<file path="src/rtl/esd_pkg.sv">
package esd_pkg;

  // Width of the running byte counter; the shown count is its low bits
  localparam int COUNT_BITS  = 12;
  localparam int SHOW_BITS   = 12;
  localparam int MAX_RESULTS = 5;
  localparam int NUM_BITS    = $clog2(MAX_RESULTS + 1);

  // Character codes
  localparam logic [7:0] CH_NUL   = 8'h00;
  localparam logic [7:0] CH_BSL   = 8'h5C;
  localparam logic [7:0] CH_SQ    = 8'h27;
  localparam logic [7:0] CH_DQ    = 8'h22;
  localparam logic [7:0] CH_QM    = 8'h3F;
  localparam logic [7:0] CH_A     = 8'h61;
  localparam logic [7:0] CH_B     = 8'h62;
  localparam logic [7:0] CH_F     = 8'h66;
  localparam logic [7:0] CH_N     = 8'h6E;
  localparam logic [7:0] CH_R     = 8'h72;
  localparam logic [7:0] CH_T     = 8'h74;
  localparam logic [7:0] CH_V     = 8'h76;
  localparam logic [7:0] CH_LX    = 8'h78;
  localparam logic [7:0] CH_LU    = 8'h75;
  localparam logic [7:0] CH_UU    = 8'h55;
  localparam logic [7:0] CH_8     = 8'h38;
  localparam logic [7:0] CH_9     = 8'h39;

  // Control codes produced by the simple escapes
  localparam logic [7:0] CC_BEL   = 8'h07;
  localparam logic [7:0] CC_BS    = 8'h08;
  localparam logic [7:0] CC_FF    = 8'h0C;
  localparam logic [7:0] CC_LF    = 8'h0A;
  localparam logic [7:0] CC_CR    = 8'h0D;
  localparam logic [7:0] CC_HT    = 8'h09;
  localparam logic [7:0] CC_VT    = 8'h0B;

  // Hex escape kinds
  localparam logic [1:0] HEX_X    = 2'd0;
  localparam logic [1:0] HEX_LU   = 2'd1;
  localparam logic [1:0] HEX_UU   = 2'd2;

  typedef struct packed {
    logic [7:0] data;
    logic       is_end;
  } res_t;

  // Results produced by one request, first in item[0]
  typedef struct packed {
    res_t [MAX_RESULTS-1:0] item;
    logic [NUM_BITS-1:0]    num;
  } burst_t;

endpackage

</file>
<file path="src/rtl/esd_decode.sv">
module esd_decode (
  input  logic            clk,
  input  logic            rst,
  input  logic            take,
  input  logic [7:0]      in_byte,
  output esd_pkg::burst_t burst
);
  import esd_pkg::*;

  typedef enum logic [1:0] {
    M_IDLE,
    M_ESC,
    M_HEX,
    M_OCT
  } mode_t;

  mode_t       mode, mode_next;
  logic [3:0]  digits_left, digits_left_next;
  logic [1:0]  hex_kind, hex_kind_next;
  logic [31:0] hex_value, hex_value_next;
  logic        hex_stopped, hex_stopped_next;
  logic [7:0]  octal_value, octal_value_next;

  // Hex escape length: low byte up to top nonzero one; x gives 1 byte, u at most 2
  function automatic logic [2:0] hex_len(logic [1:0] kind, logic [31:0] v);
    logic [2:0] len;
    len = 3'd1;
    if (kind == HEX_X) begin
      len = 3'd1;
    end else if (kind == HEX_LU) begin
      len = (v[31:8] != '0) ? 3'd2 : 3'd1;
    end else begin
      if (v[31:24] != '0)      len = 3'd4;
      else if (v[31:16] != '0) len = 3'd3;
      else if (v[31:8] != '0)  len = 3'd2;
    end
    return len;
  endfunction

  // Decode one request into its burst of results and the next state
  always_comb begin
    res_t [MAX_RESULTS-1:0] it;
    logic [NUM_BITS-1:0]    n;
    logic                   is_hex;
    logic [3:0]             dig;
    logic [3:0]             dl;
    logic [31:0]            fv;
    logic [2:0]             flen;
    logic                   do_flush;
    logic                   do_plain;
    logic                   do_end;

    it               = '0;
    n                = '0;
    mode_next        = mode;
    digits_left_next = digits_left;
    hex_kind_next    = hex_kind;
    hex_value_next   = hex_value;
    hex_stopped_next = hex_stopped;
    octal_value_next = octal_value;
    do_flush         = 1'b0;
    do_plain         = 1'b0;
    do_end           = 1'b0;
    fv               = hex_value;
    dl               = digits_left;

    // Hex digit value of the incoming character
    is_hex = 1'b1;
    dig    = 4'd0;
    if (in_byte inside {[8'h30:8'h39]}) begin
      dig = in_byte[3:0];
    end else if (in_byte inside {[8'h61:8'h66], [8'h41:8'h46]}) begin
      dig = 4'(in_byte[2:0] + 3'd1) + 4'd8;
    end else begin
      is_hex = 1'b0;
    end

    case (mode)
      M_ESC: begin
        mode_next = M_IDLE;
        case (in_byte)
          CH_NUL: do_end = 1'b1;
          CH_BSL, CH_SQ, CH_DQ, CH_QM: begin
            it[n] = '{data: in_byte, is_end: 1'b0};
            n = n + 1'b1;
          end
          CH_A: begin it[n] = '{data: CC_BEL, is_end: 1'b0}; n = n + 1'b1; end
          CH_B: begin it[n] = '{data: CC_BS,  is_end: 1'b0}; n = n + 1'b1; end
          CH_F: begin it[n] = '{data: CC_FF,  is_end: 1'b0}; n = n + 1'b1; end
          CH_N: begin it[n] = '{data: CC_LF,  is_end: 1'b0}; n = n + 1'b1; end
          CH_R: begin it[n] = '{data: CC_CR,  is_end: 1'b0}; n = n + 1'b1; end
          CH_T: begin it[n] = '{data: CC_HT,  is_end: 1'b0}; n = n + 1'b1; end
          CH_V: begin it[n] = '{data: CC_VT,  is_end: 1'b0}; n = n + 1'b1; end
          CH_LX, CH_LU, CH_UU: begin
            mode_next        = M_HEX;
            hex_value_next   = '0;
            hex_stopped_next = 1'b0;
            if (in_byte == CH_LX) begin
              hex_kind_next = HEX_X;  digits_left_next = 4'd2;
            end else if (in_byte == CH_LU) begin
              hex_kind_next = HEX_LU; digits_left_next = 4'd4;
            end else begin
              hex_kind_next = HEX_UU; digits_left_next = 4'd8;
            end
          end
          CH_8, CH_9: begin
            // Emit a zero byte, then keep the digit as plain text
            it[n] = '{data: 8'h00, is_end: 1'b0};
            n = n + 1'b1;
            it[n] = '{data: in_byte, is_end: 1'b0};
            n = n + 1'b1;
          end
          default: begin
            if (in_byte inside {[8'h30:8'h37]}) begin
              mode_next        = M_OCT;
              octal_value_next = {5'd0, in_byte[2:0]};
            end
          end
        endcase
      end
      M_HEX: begin
        if (in_byte == CH_NUL) begin
          // End inside a hex escape: flush the value so far, then terminate
          fv       = hex_value;
          do_flush = 1'b1;
          do_end   = 1'b1;
        end else begin
          if (!hex_stopped) begin
            if (is_hex) hex_value_next = {hex_value[27:0], dig};
            else        hex_stopped_next = 1'b1;
          end
          dl = (digits_left == 4'd0) ? 4'd0 : digits_left - 4'd1;
          digits_left_next = dl;
          fv = hex_value_next;
          if (dl == 4'd0) do_flush = 1'b1;
        end
      end
      M_OCT: begin
        if (in_byte inside {[8'h30:8'h37]}) begin
          octal_value_next = {octal_value[4:0], 3'd0} + {5'd0, in_byte[2:0]};
        end else begin
          mode_next = M_IDLE;
          it[n] = '{data: octal_value, is_end: 1'b0};
          n = n + 1'b1;
          do_plain = 1'b1;
        end
      end
      default: begin
        mode_next = M_IDLE;
        do_plain  = 1'b1;
      end
    endcase

    // Emit the hex value, low byte first
    flen = hex_len(hex_kind, fv);
    if (do_flush) begin
      mode_next = M_IDLE;
      for (int k = 0; k < 4; k++) begin
        if (3'(k) < flen) begin
          it[n] = '{data: fv[8*k +: 8], is_end: 1'b0};
          n = n + 1'b1;
        end
      end
    end

    // Plain text handling
    if (do_plain) begin
      if (in_byte == CH_NUL) begin
        do_end = 1'b1;
      end else if (in_byte == CH_BSL) begin
        mode_next = M_ESC;
      end else begin
        it[n] = '{data: in_byte, is_end: 1'b0};
        n = n + 1'b1;
      end
    end

    // Terminator closes the string
    if (do_end) begin
      mode_next = M_IDLE;
      it[n] = '{data: 8'h00, is_end: 1'b1};
      n = n + 1'b1;
    end

    burst.item = it;
    burst.num  = n;
  end

  // Hold decoder state; advance on each accepted request
  always_ff @(posedge clk) begin
    if (rst) begin
      mode        <= M_IDLE;
      digits_left <= '0;
      hex_kind    <= '0;
      hex_value   <= '0;
      hex_stopped <= 1'b0;
      octal_value <= '0;
    end else if (take) begin
      mode        <= mode_next;
      digits_left <= digits_left_next;
      hex_kind    <= hex_kind_next;
      hex_value   <= hex_value_next;
      hex_stopped <= hex_stopped_next;
      octal_value <= octal_value_next;
    end
  end

endmodule

</file>
<file path="src/rtl/esd_emit.sv">
module esd_emit (
  input  logic                           clk,
  input  logic                           rst,
  input  logic                           load,
  input  esd_pkg::burst_t                burst,
  output logic                           ready,
  output logic                           out_valid,
  input  logic                           out_stall,
  output logic [7:0]                     out_byte,
  output logic                           is_end,
  output logic [esd_pkg::SHOW_BITS-1:0]  byte_count
);
  import esd_pkg::*;

  localparam int PEND = MAX_RESULTS - 1;

  res_t [PEND-1:0]         pend;
  logic [NUM_BITS-1:0]     pend_num;
  logic [COUNT_BITS-1:0]   count;
  logic [COUNT_BITS-1:0]   count_inc;
  logic                    free;
  logic                    do_load;
  res_t                    src;

  // Output register free when empty or being taken
  assign free  = !out_valid || !out_stall;
  assign ready = free && (pend_num == '0);

  // Pick the next result for the output register
  always_comb begin
    if (load) begin
      src     = burst.item[0];
      do_load = (burst.num != '0);
    end else begin
      src     = pend[0];
      do_load = free && (pend_num != '0);
    end
    count_inc = (count == '1) ? count : count + 1'b1;
  end

  // Hold control state: output valid, pending depth, running count
  always_ff @(posedge clk) begin
    if (rst) begin
      out_valid <= 1'b0;
      pend_num  <= '0;
      count     <= '0;
    end else begin
      if (do_load) begin
        out_valid <= 1'b1;
        count     <= src.is_end ? '0 : count_inc;
      end else if (free) begin
        out_valid <= 1'b0;
      end
      if (load) begin
        pend_num <= (burst.num == '0) ? '0 : burst.num - 1'b1;
      end else if (free && pend_num != '0) begin
        pend_num <= pend_num - 1'b1;
      end
    end
  end

  // Load payload and shift the pending queue
  always_ff @(posedge clk) begin
    if (do_load) begin
      out_byte   <= src.data;
      is_end     <= src.is_end;
      byte_count <= src.is_end ? SHOW_BITS'(count) : SHOW_BITS'(count_inc);
    end
    if (load) begin
      for (int i = 0; i < PEND; i++) pend[i] <= burst.item[i+1];
    end else if (free && pend_num != '0) begin
      for (int i = 0; i < PEND-1; i++) pend[i] <= pend[i+1];
    end
  end

endmodule

</file>
<file path="src/rtl/escape_sequence_decoder.sv">
// Output is registered: a request's first result loads as the request is taken.
// Throughput: one request per cycle while each request yields at most one result
//   and no output stall; a request yielding k results (up to five) stalls input
//   while the single output register drains its pending queue one per cycle.
// Reset: synchronous, active high; decoder returns to plain text, count to zero,
//   output and pending queue empty.
module escape_sequence_decoder (
  input  logic                          clk,
  input  logic                          rst,
  input  logic                          in_valid,
  output logic                          in_stall,
  input  logic [7:0]                    in_byte,
  output logic                          out_valid,
  input  logic                          out_stall,
  output logic [7:0]                    out_byte,
  output logic                          is_end,
  output logic [esd_pkg::SHOW_BITS-1:0] byte_count
);
  import esd_pkg::*;

  burst_t burst;
  logic   ready;
  logic   take;

  assign in_stall = !ready;
  assign take     = in_valid && ready;

  esd_decode u_decode (
    .clk     (clk),
    .rst     (rst),
    .take    (take),
    .in_byte (in_byte),
    .burst   (burst)
  );

  esd_emit u_emit (
    .clk        (clk),
    .rst        (rst),
    .load       (take),
    .burst      (burst),
    .ready      (ready),
    .out_valid  (out_valid),
    .out_stall  (out_stall),
    .out_byte   (out_byte),
    .is_end     (is_end),
    .byte_count (byte_count)
  );

endmodule

</file>
<file path="config.mk">
export PLATFORM = sky130hd
export DESIGN_NAME = escape_sequence_decoder
export DESIGN_NICKNAME = d
export VERILOG_FILES = /design/src/rtl/esd_pkg.sv /design/src/rtl/esd_decode.sv /design/src/rtl/esd_emit.sv /design/src/rtl/escape_sequence_decoder.sv
export SDC_FILE = /design/constraint.sdc
export NUM_CORES = 1
export LEC_CHECK = 0
export ABC_CLOCK_PERIOD_IN_PS = 21300
export BUFFER_PORTS_ARGS = -buffer_cell sky130_fd_sc_hd__buf_2
export CORE_MARGIN = 2
export CORE_UTILIZATION = 50
export DETAILED_ROUTE_END_ITERATION = 8
export MAX_ROUTING_LAYER = met4
export PLACE_DENSITY = 0.67
export SETUP_SLACK_MARGIN = 0.1
export SLEW_MARGIN = 20
export SYNTH_ARGS = -nofsm -noshare
export SYNTH_HDL_FRONTEND = slang
export SYNTH_SLANG_ARGS = --single-unit
</file>
<file path="constraint.sdc">
create_clock -name clk -period 21.3 [get_ports clk]
set_input_delay 2.13 -clock clk [delete_from_list [all_inputs] [get_ports clk]]
set_output_delay 2.13 -clock clk [all_outputs]
set_load 0.05 [all_outputs]
</file>
======== Yosys cells after proc, flatten, opt, wreduce, memory -nomap -nowiden ========
Index checks and enable logic that the tools add are counted.
word-level totals
  flip-flop bits (word level) ............. 122
  input bits .............................. 12
  output and inout bits ................... 23
operators by class
  $add $sub $neg .......................... 13
  $lt $le $gt $ge ......................... 23
  eq/ne operators ......................... 26
  muxes and demuxes ....................... 111
  bitwise logic cells ..................... 3
  reductions and logical operators ........ 44
operator list
  cell                   number
  $mux W45               12
  $bwmux W45             5
  $demux W9 S3           6
  $mux W32               5
  $mux W9                10
  $eq A8 B7 Y1 const B   11
  $pmux W9 S8            1
  $pmux W32 S2           1
  $mux W3                19
  $mux W27               2
  $and A40 B40 Y40       1
  $eq A8 B6 Y1 const B   5
  $not A40 Y40           1
  $mux W12               3
  $mux W4                7
  $lt A3 B4 Y1 const B   6
  $mux W8                3
  $reduce_bool A24 Y1    1
  $mux W2                10
  $add A3 B1 Y3 const B  6
  $ge A3 B1 Y1 const B   6
  $mux W1                18
  $pmux W9 S2            1
  $reduce_or A17 Y1      1
  other kinds (43)       79

======== Longest topological paths before layout ========
  depth in word-level cells ............... 40
  depth in mapped cells ................... 37

======== Modules after synthesis ========
A second synthesis with hierarchy kept.
second synthesis, totals
  cell total of the unflattened synthesis .. 1152
  area, all modules ....................... 9725.6 µm²
by module, submodules not included
  module                   instances  cells each  area an instance (µm²)  sequential area each (µm²)
  esd_decode               1          902         6417.4                  980.9
  esd_emit                 1          248         3298.2                  2031.9
  escape_sequence_decoder  1          2           10.0                    0.0

======== Worst setup path after synthesis ========
Ideal clock, no wire load.
  path type ............................... input -> register
  start point ............................. input in_byte[1]
  end point ............................... register u_emit.count[2]
  data arrival time ....................... 9009 ps
  slack ................................... 12176 ps
  stages .................................. 36
  cell sequence ........................... clkbuf_1 > inv_1 > ha_1 > nand4b_1 > o22ai_1 > a21o_1 > o31a_1 > nor2_1 > buf_1 > ha_1 > clkbuf_1 > clkbuf_1 > ha_1 > o211ai_2 > and2_1 > inv_1 > ha_1 > nor2b_1 > a32oi_2 > ha_1 > a31o_2 > a31oi_2 > inv_1 > ha_1 > nor2_1 > a21oi_1 > ha_1 > mux2i_1 > ha_1 > ha_1 > inv_1 > a21boi_1 > inv_1 > a21oi_1 > nor2_1 > o21a_1
between the ends
  elaborated cells on any way between the ends .. 127
  those cells by class .................... add/sub (6); order compare (23); eq/ne (13); mux (66); bitwise (1); reduce/logical (18)
RTL lines
  what                                                 RTL line                       source
  start: declaration                                   escape_sequence_decoder.sv:12  input logic [7:0] in_byte,
  $ge A8 B7 Y1 / $le A8 B7 Y1 (equally long branches)  esd_decode.sv:72               end else if (in_byte inside {[8'h61:8'h66], [8'h41:8'h46]}) begin
  $logic_and A1 B1 Y1                                  esd_decode.sv:72
  $reduce_bool A2 Y1                                   esd_decode.sv:72
  $mux W1                                              esd_decode.sv:72
  $mux W1                                              esd_decode.sv:70               if (in_byte inside {[8'h30:8'h39]}) begin
  $mux W32                                             esd_decode.sv:129              if (is_hex) hex_value_next = {hex_value[27:0], dig};
  $mux W32                                             esd_decode.sv:128              if (!hex_stopped) begin
  $mux W32                                             esd_decode.sv:122              if (in_byte == CH_NUL) begin
  [... 20 more ...]                                    --
  $mux W3                                              esd_decode.sv:170              end else if (in_byte == CH_BSL) begin
  $mux W3                                              esd_decode.sv:168              if (in_byte == CH_NUL) begin
  $mux W3                                              esd_decode.sv:167              if (do_plain) begin
  $add A3 B1 Y3                                        esd_decode.sv:182              n = n + 1'b1;
  $mux W3 *                                            esd_decode.sv:179              if (do_end) begin
  $reduce_bool A3 Y1 *                                 esd_emit.sv:33                 do_load = (burst.num != '0);
  $mux W1 *                                            esd_emit.sv:31                 if (load) begin
  via u_emit.do_load                                   esd_emit.sv:22                 logic do_load;
  end signal: assignment                               esd_emit.sv:50                 count <= src.is_end ? '0 : count_inc;
  end: declaration                                     esd_emit.sv:19                 logic [COUNT_BITS-1:0] count;
Mark *: on every way through the listed nets, which the timed path passes. The rest lies on a longest branch. The select of a mux whose other input is x is not followed.
A chain may end at the register's enable or synchronous reset.

======== Worst setup path in the final report ========
  start point ............................. input in_byte[0]
  end point ............................... register u_emit.count[2]
The elaborated chain is that of the path after synthesis.

==> qor.txt <==
outcome: complete, no violations
Hold WC Path Type: register to register
Synth async-reset ratio: 0%
Tmin final: 10.0 ns
clock sinks: 122
Clock Tree Buf Depth: 2
Post-synth EDFFs: 57
largest net degree at the start of global routing: 68
FF-to-FF path depth: 30
via count: 8370
leakage power: 0.00354 uW
Ant. Diodes: 0
Worst EP required: 21.68 ns
routed wire length per instance: 21.4 um
RePlAce Congestion: 0.950
top cells by area, synth: edfxtp_1 19%, dfxtp_1 15%, nand2_1 5.5%, mux2i_1 5.2%, a21oi_1 4.7%
IO Port Bufs: 34
H-tree depth reported by CTS: 4
Finished Layout Cells: 1287
slowest stage delay, CP: 0.72 ns
final setup violation count: 0
Die Area: 18700 sq um
setup bufs post-CTS: 0
final clock skew: 0.0112 ns
vias in the first global route: 7531
reg2reg end: u_emit.count[2]$_SDFFE_PP0P_
initial antenna violation count: 0
Clock Latency Late Sink: 0.43 ns
die span in x: 137 um
measured slew at the worst slew-check pin: 1.08 ns
DRC Markers: 0
dpl hpwl: 19700 um
post-cts hold buffer count: 0
clock-pin transition on the worst setup and hold timing paths: 0.06 ns
total wire length: 27600 um
max-cap violations: 0
post-synthesis cell count: 1064
CTS Buf Count: 17
R2R Path Start: u_decode.mode[1]$_SDFFE_PP0P_
ys flop type: dfxtp_1
Synth Area per Inst: 8.30 sq um
Tot Pwr: 909 uW
reg2reg setup slack: 13.31 ns
crit path launch: in_byte[0]
PwrDens: 93.7 nW/um^2
RSZ-0062 raised after global routing: no
total stage count of the critical path: 35
cell with the most instances after synthesis: nand2_1
fraction of layout cells with a size suffix above 1: 11.3%
Worst Path Max Fanout: 26
final worst path period share: 46.9%
post-synth design cell area: 8830 sq um
Slowest cell on crit path: inv_1
Critical Path Source Type: primary input
CTS resizes: 0
share of the synthesized area in the top cell type: 19.4%
post-synth top area cell: edfxtp_1
CP dominant cell by count: ha_1
Worst path top cell family by delay: adder cells
hold path cells: 2
Initial DRT Pass Iterations: 7
kind of critical path: primary input to register
chip height: 137 um
final setup TNS: 0 ns
CTS tree: done
global route overflow: 0
Rows: 48
Final Core Density: 56.1%
top post-synthesis cells by count: 129 x nand2_1, 109 x nor2_1, 83 x a21oi_1, 65 x clkbuf_1, 65 x dfxtp_1
DR iter-0 viols: 1014
Min Hold Slack: 0.470 ns
Critical Path End Type: register
Yosys warning count: 0
Area Overhead vs Synth: 9.89%
Initial Utilization: 51.1%
Synth cell types: 84
Setup crit end: u_emit.count[2]$_SDFFE_PP0P_
vias per cell: 6.50
Max Clk Rate: 0.100 GHz
Worst IR Drop VDD: 83.1 uV
CP bufs+invs: 8
final hold violation count: 0
GRT Total Usage: 31.1%
post-synthesis sequential area ratio: 34.1%
Max-Slew Margin vs Limit: 28.1%
CORE AREA: 17300 sq um
Post-layout nets: 1085
flops & latches, synth: 122
Syn Nets: 1100
CTS root buf: clkbuf_16
Ports: 35
Slew Limit Fails: 0
ANT nets after route: 0
Critical Path AT: 10.38 ns
first-pass GRT wire length: 43000 um
Placed Cells: 1255
## area by class of cell
class	instances	area (sq um)
clock buffers	19	433
multi-input cells	828	5370
inverters	34	133
repair buffers	46	260
clock inverters	13	215
fillers	1627	7590
well taps	225	282
flip-flops and latches	122	3010
## flip-flops by register name, indices dropped and copies added (netlist names)
register and count:
u_decode.mode 2, u_emit.is_end 1, u_decode.hex_kind 2, u_emit.count 12
u_decode.hex_stopped 1, u_decode.digits_left 4, u_decode.octal_value 8, u_emit.out_valid 1
u_decode.hex_value 32, u_emit.out_byte 8, u_emit.pend 36, u_emit.byte_count 12
u_emit.pend_num 3
## per-stage QoR
stage | cell area [sq um] | setup WS, ns
6_report | 9710 | 11.30
5_1_grt | 9710 | 10.68
4_1_cts | 9700 | 11.41
3_5_place_dp | 9050 | 11.00
3_3_place_gp | 9050 | 11.29
2_1_floorplan | 8830 | 12.18
## logic make-up after synthesis
logic type	share of synthesized area, %
flip-flops	34.1
adder cells (fa/ha/maj)	3.40
multiplexers	7.25
buffers and inverters	5.27
AND/OR/NAND/NOR	20.6
AO/OA/AOI/OAI	26.7
XOR/XNOR	2.62
## cells in the final DEF (no fill, tap or decap), types with 9 or more instances in the layout
master,synthesis,layout
or4_1,11,11
mux2i_1,46,46
dfxtp_1,65,65
nor4_1,12,12
a21oi_1,83,83
o21ai_1,9,9
o211ai_1,29,29
a211oi_1,18,18
nand2b_1,11,11
buf_4,0,12
nand2_1,129,128
a31oi_1,10,10
nor2_1,109,109
clkbuf_16,0,17
a22oi_1,49,49
inv_1,32,32
ha_1,24,24
o21a_1,11,11
nor3_1,15,15
edfxtp_1,57,57
xnor2_1,14,14
buf_2,2,34
nand3_1,33,33
nand4_1,9,9
mux2_2,15,15
a22o_1,13,13
o21ai_0,44,44
## how the worst min path moves through the flow
stage                     slack, ns                            startpoint                              endpoint
after floorplan                0.43  u_decode.octal_value[5]$_SDFFE_PP0P_  u_decode.octal_value[5]$_SDFFE_PP0P_
after global placement         0.45  u_decode.octal_value[5]$_SDFFE_PP0P_  u_decode.octal_value[5]$_SDFFE_PP0P_
after detailed placement       0.46  u_decode.octal_value[5]$_SDFFE_PP0P_  u_decode.octal_value[5]$_SDFFE_PP0P_
after CTS                      0.47  u_decode.octal_value[5]$_SDFFE_PP0P_  u_decode.octal_value[5]$_SDFFE_PP0P_
after global routing           0.51  u_decode.octal_value[5]$_SDFFE_PP0P_  u_decode.octal_value[5]$_SDFFE_PP0P_
final                          0.47  u_decode.octal_value[5]$_SDFFE_PP0P_  u_decode.octal_value[5]$_SDFFE_PP0P_
## where the power goes
| group | internal (uW) | switching, uW |
|---|---|---|
| Sequential | 327 | 16.8 |
| Clock | 209 | 116 |
| Combinational | 58.9 | 182 |
| Total | 594 | 315 |
## per-layer routing
layer | GRT usage, % | wire, um | vias up
met5 | - | 0 | -
met4 | 11.0 | 875 | 0
met3 | 6.70 | 2230 | 64
met2 | 44.9 | 12000 | 407
met1 | 42.9 | 12500 | 3932
li1 | - | - | 3967
## worst min-delay path: stages, from the launching register on
cell and delay [ns]:
dfxtp_1 0.32, nand2_1 0.05, a21oi_1 0.05
No activity file was read; power rests on OpenSTA's default activity.
